[src/hdl/gf2_mq_gray_search_step_defines.svh]
// Assertion macros shared by the Gray-code MQ search step RTL.
// Needs a clock named i_clk and an active-low reset named i_rst_n in scope.
`ifndef GF2_MQ_GRAY_SEARCH_STEP_DEFINES_SVH
`define GF2_MQ_GRAY_SEARCH_STEP_DEFINES_SVH

// Check an implication on every clock edge outside reset.
`define GMQ_ASSERT_IMPL(lbl, ante, cons, msg) \
    lbl: assert property (@(posedge i_clk) disable iff (!i_rst_n) (ante) |-> (cons)) \
        else $error(msg);

// Check an invariant on every clock edge outside reset.
`define GMQ_ASSERT_ALWAYS(lbl, expr, msg) \
    lbl: assert property (@(posedge i_clk) disable iff (!i_rst_n) (expr)) \
        else $error(msg);

`endif

[src/hdl/gmq_pkg.sv]
`timescale 1ns / 1ps
// Types, sizes and command codes of the Gray-code MQ search step.
// No dependencies.
package gmq_pkg;
    localparam int EQUATIONS   = 19;
    localparam int VARIABLES   = 55;
    localparam int SEARCH_BITS = 46;
    localparam int SOLVED_VARS = 9;
    localparam int WORD_W      = 56;
    localparam int ROW_W       = SOLVED_VARS + 1;
    localparam int COL_SEL_W   = $clog2(ROW_W);
    localparam int ADDR_W      = $clog2(VARIABLES);
    localparam int TOP_W       = WORD_W - SEARCH_BITS;
    localparam logic [TOP_W-1:0] GP_TOP = '1;

    typedef enum logic [1:0] {
        CMD_DERIV = 2'd0,
        CMD_EQW   = 2'd1,
        CMD_START = 2'd2,
        CMD_STEP  = 2'd3
    } t_cmd;

    typedef struct packed {
        logic                   load;
        logic                   elim;
        logic                   upd;
        logic                   rd_en;
        logic [COL_SEL_W-1:0]   col_sel;
        logic [ROW_W-1:0]       pivot_row;
        logic [ADDR_W-1:0]      wr_addr;
        logic [ADDR_W-1:0]      rd_addr;
        logic [WORD_W-1:0]      wr_data;
        logic [WORD_W-1:0]      mask;
    } t_cell_ctrl;

    typedef struct packed {
        logic                   pivot;
        logic                   free;
        logic [ROW_W-1:0]       row;
        logic [SOLVED_VARS-1:0] sol;
    } t_cell_stat;
endpackage

[src/hdl/gmq_cell.sv]
`timescale 1ns / 1ps
// One equation cell: equation word, derivative bank and one row of the
// linear system, with pivot and solution priority chains. Depends on gmq_pkg.
module gmq_cell import gmq_pkg::*; (
    input  logic                   i_clk,
    input  t_cell_ctrl             i_ctrl,
    input  logic                   i_deriv_we,
    input  logic                   i_eq_we,
    input  logic                   i_found,
    output logic                   o_found,
    input  logic [SOLVED_VARS-1:0] i_seen,
    output logic [SOLVED_VARS-1:0] o_seen,
    output t_cell_stat             o_stat
);
    logic [WORD_W-1:0] r_deriv [VARIABLES];
    logic [WORD_W-1:0] r_rd;
    logic [WORD_W-1:0] r_eq;
    logic [ROW_W-1:0]  r_row;
    logic              r_free;
    logic [ROW_W-1:0]  w_build;
    logic              w_cand;

    always_comb begin
        for (int k = 0; k < SOLVED_VARS; k++) begin
            w_build[k] = r_eq[VARIABLES-1-k];
        end
        w_build[SOLVED_VARS] = (^r_eq[SEARCH_BITS-1:0]) ^ r_eq[WORD_W-1];
    end

    // Highest free row with the current column set wins the pivot.
    assign w_cand  = r_row[i_ctrl.col_sel] & r_free;
    assign o_found = i_found | w_cand;
    assign o_seen  = i_seen | r_row[SOLVED_VARS-1:0];

    always_comb begin
        o_stat.pivot = i_ctrl.elim & w_cand & ~i_found;
        o_stat.free  = r_free;
        o_stat.row   = r_row;
        for (int k = 0; k < SOLVED_VARS; k++) begin
            o_stat.sol[SOLVED_VARS-1-k] = r_row[k] & ~i_seen[k] & r_row[SOLVED_VARS];
        end
    end

    always_ff @(posedge i_clk) begin
        if (i_deriv_we) begin
            r_deriv[i_ctrl.wr_addr] <= i_ctrl.wr_data;
        end
        if (i_ctrl.rd_en) begin
            r_rd <= r_deriv[i_ctrl.rd_addr];
        end
    end

    always_ff @(posedge i_clk) begin
        if (i_eq_we) begin
            r_eq <= i_ctrl.wr_data;
        end else if (i_ctrl.upd) begin
            r_eq <= r_eq ^ (r_rd & i_ctrl.mask);
        end
        if (i_ctrl.load) begin
            r_row  <= w_build;
            r_free <= 1'b1;
        end else if (i_ctrl.elim) begin
            if (o_stat.pivot) begin
                r_free <= 1'b0;
            end else if (r_row[i_ctrl.col_sel]) begin
                r_row <= r_row ^ i_ctrl.pivot_row;
            end
        end
    end
endmodule

[config.mk]
export PLATFORM = sky130hd
export DESIGN_NAME = gmq_cell
export DESIGN_NICKNAME = d
export VERILOG_FILES = /design/src/hdl/gf2_mq_gray_search_step_defines.svh /design/src/hdl/gmq_pkg.sv /design/src/hdl/gmq_cell.sv
export SDC_FILE = /design/constraint.sdc
export NUM_CORES = 2
export LEC_CHECK = 0
export BUFFER_PORTS_ARGS = -buffer_cell sky130_fd_sc_hd__clkbuf_2
export CELL_PAD_IN_SITES_DETAIL_PLACEMENT = 0
export CELL_PAD_IN_SITES_GLOBAL_PLACEMENT = 1
export CORE_AREA = 3 3 502 504
export DETAILED_ROUTE_END_ITERATION = 10
export DIE_AREA = 0 0 505 507
export PLACE_DENSITY = 0.76
export SYNTH_ARGS = -nofsm -noshare
export SYNTH_HDL_FRONTEND = slang
export SYNTH_SLANG_ARGS = --single-unit
[constraint.sdc]
create_clock -name i_clk -period 6.5 [get_ports i_clk]
set_input_delay 0.65 -clock i_clk [delete_from_list [all_inputs] [get_ports i_clk]]
set_output_delay 0.65 -clock i_clk [all_outputs]
set_load 0.005 [all_outputs]
==> results_dict.tcl <==
set metrics [dict create \
    tns_ns 0 \
    worstSetupPathType "reg2out" \
    areaGrowthSynthToFinish_pct 12.7 \
    cp_max_fo 5 \
    yosysTopAreaCell "edfxtp_1" \
    period_share_pct 49.6 \
    cts_buffer_depth 4 \
    port_buffers 185 \
    antenna_found_initial 23 \
    cp_top_family "multiplexers" \
    grt_pass1_wl_um 455000 \
    synth_common_cells "3202 x edfxtp_1, 833 x mux4_2, 202 x mux2i_1" \
    numClockSinks 3203 \
    finClkSkew_ns 0.0469 \
    final_antenna_net_count 0 \
    synth_simple_gate_area_share_pct 1.30 \
    post_drt_wl_per_cell_um 34.6 \
    synth.mux.area_fraction_pct 17.6 \
    cts_repair_resize_count 0 \
    clock_latency_ns 0.96 \
    yosys-top-cells-area "edfxtp_1 78%, mux4_2 15%, mux2i_1 1.6%" \
    cts_hold_buffers 2 \
    die-area_mm2 0.256 \
    hold_violations 0 \
    synthCells 5387 \
    crit_slowest_cell "mux4_2" \
    die_w_um 505 \
    routed_wl_um 322000 \
    synth_edf_count 3202 \
    core_area_mm2 0.248 \
    route.detailed.drc 0 \
    max_slew_margin_pct 16.7 \
    drt_first_pass_iters 5 \
    root_buffer "clkbuf_16" \
    drv_cap 0 \
    synth_flop_cell "edfxtp_1" \
    cpPeakStageDelay_ns 0.48 \
    end_kind "primary output" \
    synthAdderAreaFrac_pct 0 \
    synth_cell_types 38 \
    viasPerCell 6.38 \
    grtUsageTotal_pct 25.2 \
    cp_cell_sequence "mux4_2 > a221oi_1 > a21oi_1 > and3_1 > clkbuf_2" \
    synth.ff_latch_count 3203 \
    worstPathRequired_ns 5.85 \
    cts_setup_buffers 0 \
    grt_pass1_vias 59400 \
    tightest_slew_ns 1.25 \
    ys_seq_area_share_pct 77.7 \
    p_per_area_mw_per_mm2 310 \
    rows 183 \
    die_h_um 507 \
    first_iter_violations 7997 \
    num_io_pins 186 \
    fmax_ghz 0.310 \
    start_util_pct 49.9 \
    synth_most_common_cell "edfxtp_1" \
    vdd_ir_drop_max_mv 0.312 \
    dp_hpwl_um 164000 \
    numCtsBuffers 328 \
    vias 59500 \
    synth_top_family_by_area "multiplexers" \
    min_period_ns 3.23 \
    htree_num_levels 5 \
    rsz0062_at_grt "false" \
    fill_cells 17900 \
    gp_congestion 0.769 \
    synth-compound-area-share_pct 1.49 \
    status "finished clean" \
    grt-ovfl-total 0 \
    timing.hold.ws_ns 0.0965 \
    critical_path_buf_inv_count 1 \
    worstPathArrival_ns 2.58 \
    ys_warn_count 0 \
    nets 5913 \
    synth_xor_area_share_pct 0.797 \
    finalMaxSlewViolations 0 \
    grt_max_degree 114 \
    setup_viol_count_final 0 \
    async_reset_ff_share_pct 0 \
    cp-start-kind "flip-flop" \
    syn_area_mm2 0.124 \
    hp-class "in2reg" \
    cts.reportedPaths.clkPinSlew_ns 0.06 \
    yosysTopAreaCellShare_pct 77.7 \
    syn_nets 5542 \
    layout-drive-gt1-share_pct 29.1 \
    p_leak_uw 0.0439 \
    syn_avg_cell_area_um2 23.0 \
    cts_tree "done" \
]
## tightest hold or removal path: stages
cell,delay (ns)
clkbuf_2,0.09
xnor2_1,0.06
o21ai_0,0.13
## stage by stage
step | total power, uW | cell area (um2) | setup WS, ns | instances | utilization [%]
finish | 43300 | 140000 | 3.27 | 9326 | 56.2
global placement | 26000 | 130000 | 2.59 | 8756 | 52.2
detailed placement | 26100 | 130000 | 2.62 | 8756 | 52.2
global route | 44500 | 139000 | 3.13 | 9314 | 56.2
CTS | 43500 | 139000 | 3.21 | 9313 | 56.2
floorplan | 25000 | 124000 | 1.20 | 5387 | -
## area by class of cell
type                       instances  area, um2  area share [%]
antenna                           13       32.5          0.0233
clock buffer                     389       8520            6.11
clock inverter                   166       1350           0.970
inverter                           1       3.75         0.00269
multi-input combinational       1895      26600            19.1
sequential                      3203      96200            68.9
tap                             3330       4170            2.99
timing repair buffer             329       2690            1.93
## cell usage in the layout, fill, tap and decap left out, drive strengths merged, types with 5 or more instances in the layout
cell and n:
xor2 63, mux4 833, clkbuf 566, inv 8
a22oi 26, nor2 73, and3b 8, diode 13
a211oi 90, edfxtp 3202, xnor2 47, buf 150
or2 10, o21ai 110, mux2i 202, a21oi 79
nand3 5, bufinv 20, clkinvlp 13, clkinv 126
nor2b 62, mux2 84, nand2 183
## cell families after synthesis
family / count (synthesis)
AOI/OAI and AO/OA: 309
buffers and inverters: 289
muxes: 1119
xor gates and xnor gates: 111
and+or+nand+nor: 356
DFF: 3203
## metal layers
layer	vias to the layer above	routed length, um	global-route usage, %
met3	552	35300	6.11
met2	3383	152000	39.0
met1	32100	125000	35.9
li1	23500	-	-
met4	16	10100	7.68
met5	-	101	0
## sequential cells by signal (all words and copies together) (netlist names)
name	cells
r_eq	56
r_deriv	3080
r_row	10
r_rd	56
r_free	1
## final timing paths
path / from / to / slack (ns) / cells after the start
setup / recovery: r_row[4] / o_stat[20] / 3.27 / 5
hold / removal: i_ctrl[129] / r_row[5] / 0.1 / 3
setup reg to reg: r_eq[2] / r_row[9] / 3.45 / 6
hold reg to reg: r_eq[47] / r_row[7] / 0.58 / 2
## power breakdown
group	switching, uW	internal [uW]	total, uW
logic	1480	1000	2490
registers	141	23000	23200
clock network	7510	10100	17600
total	9130	34100	43300
No activity file was read; power rests on OpenSTA's default activity.
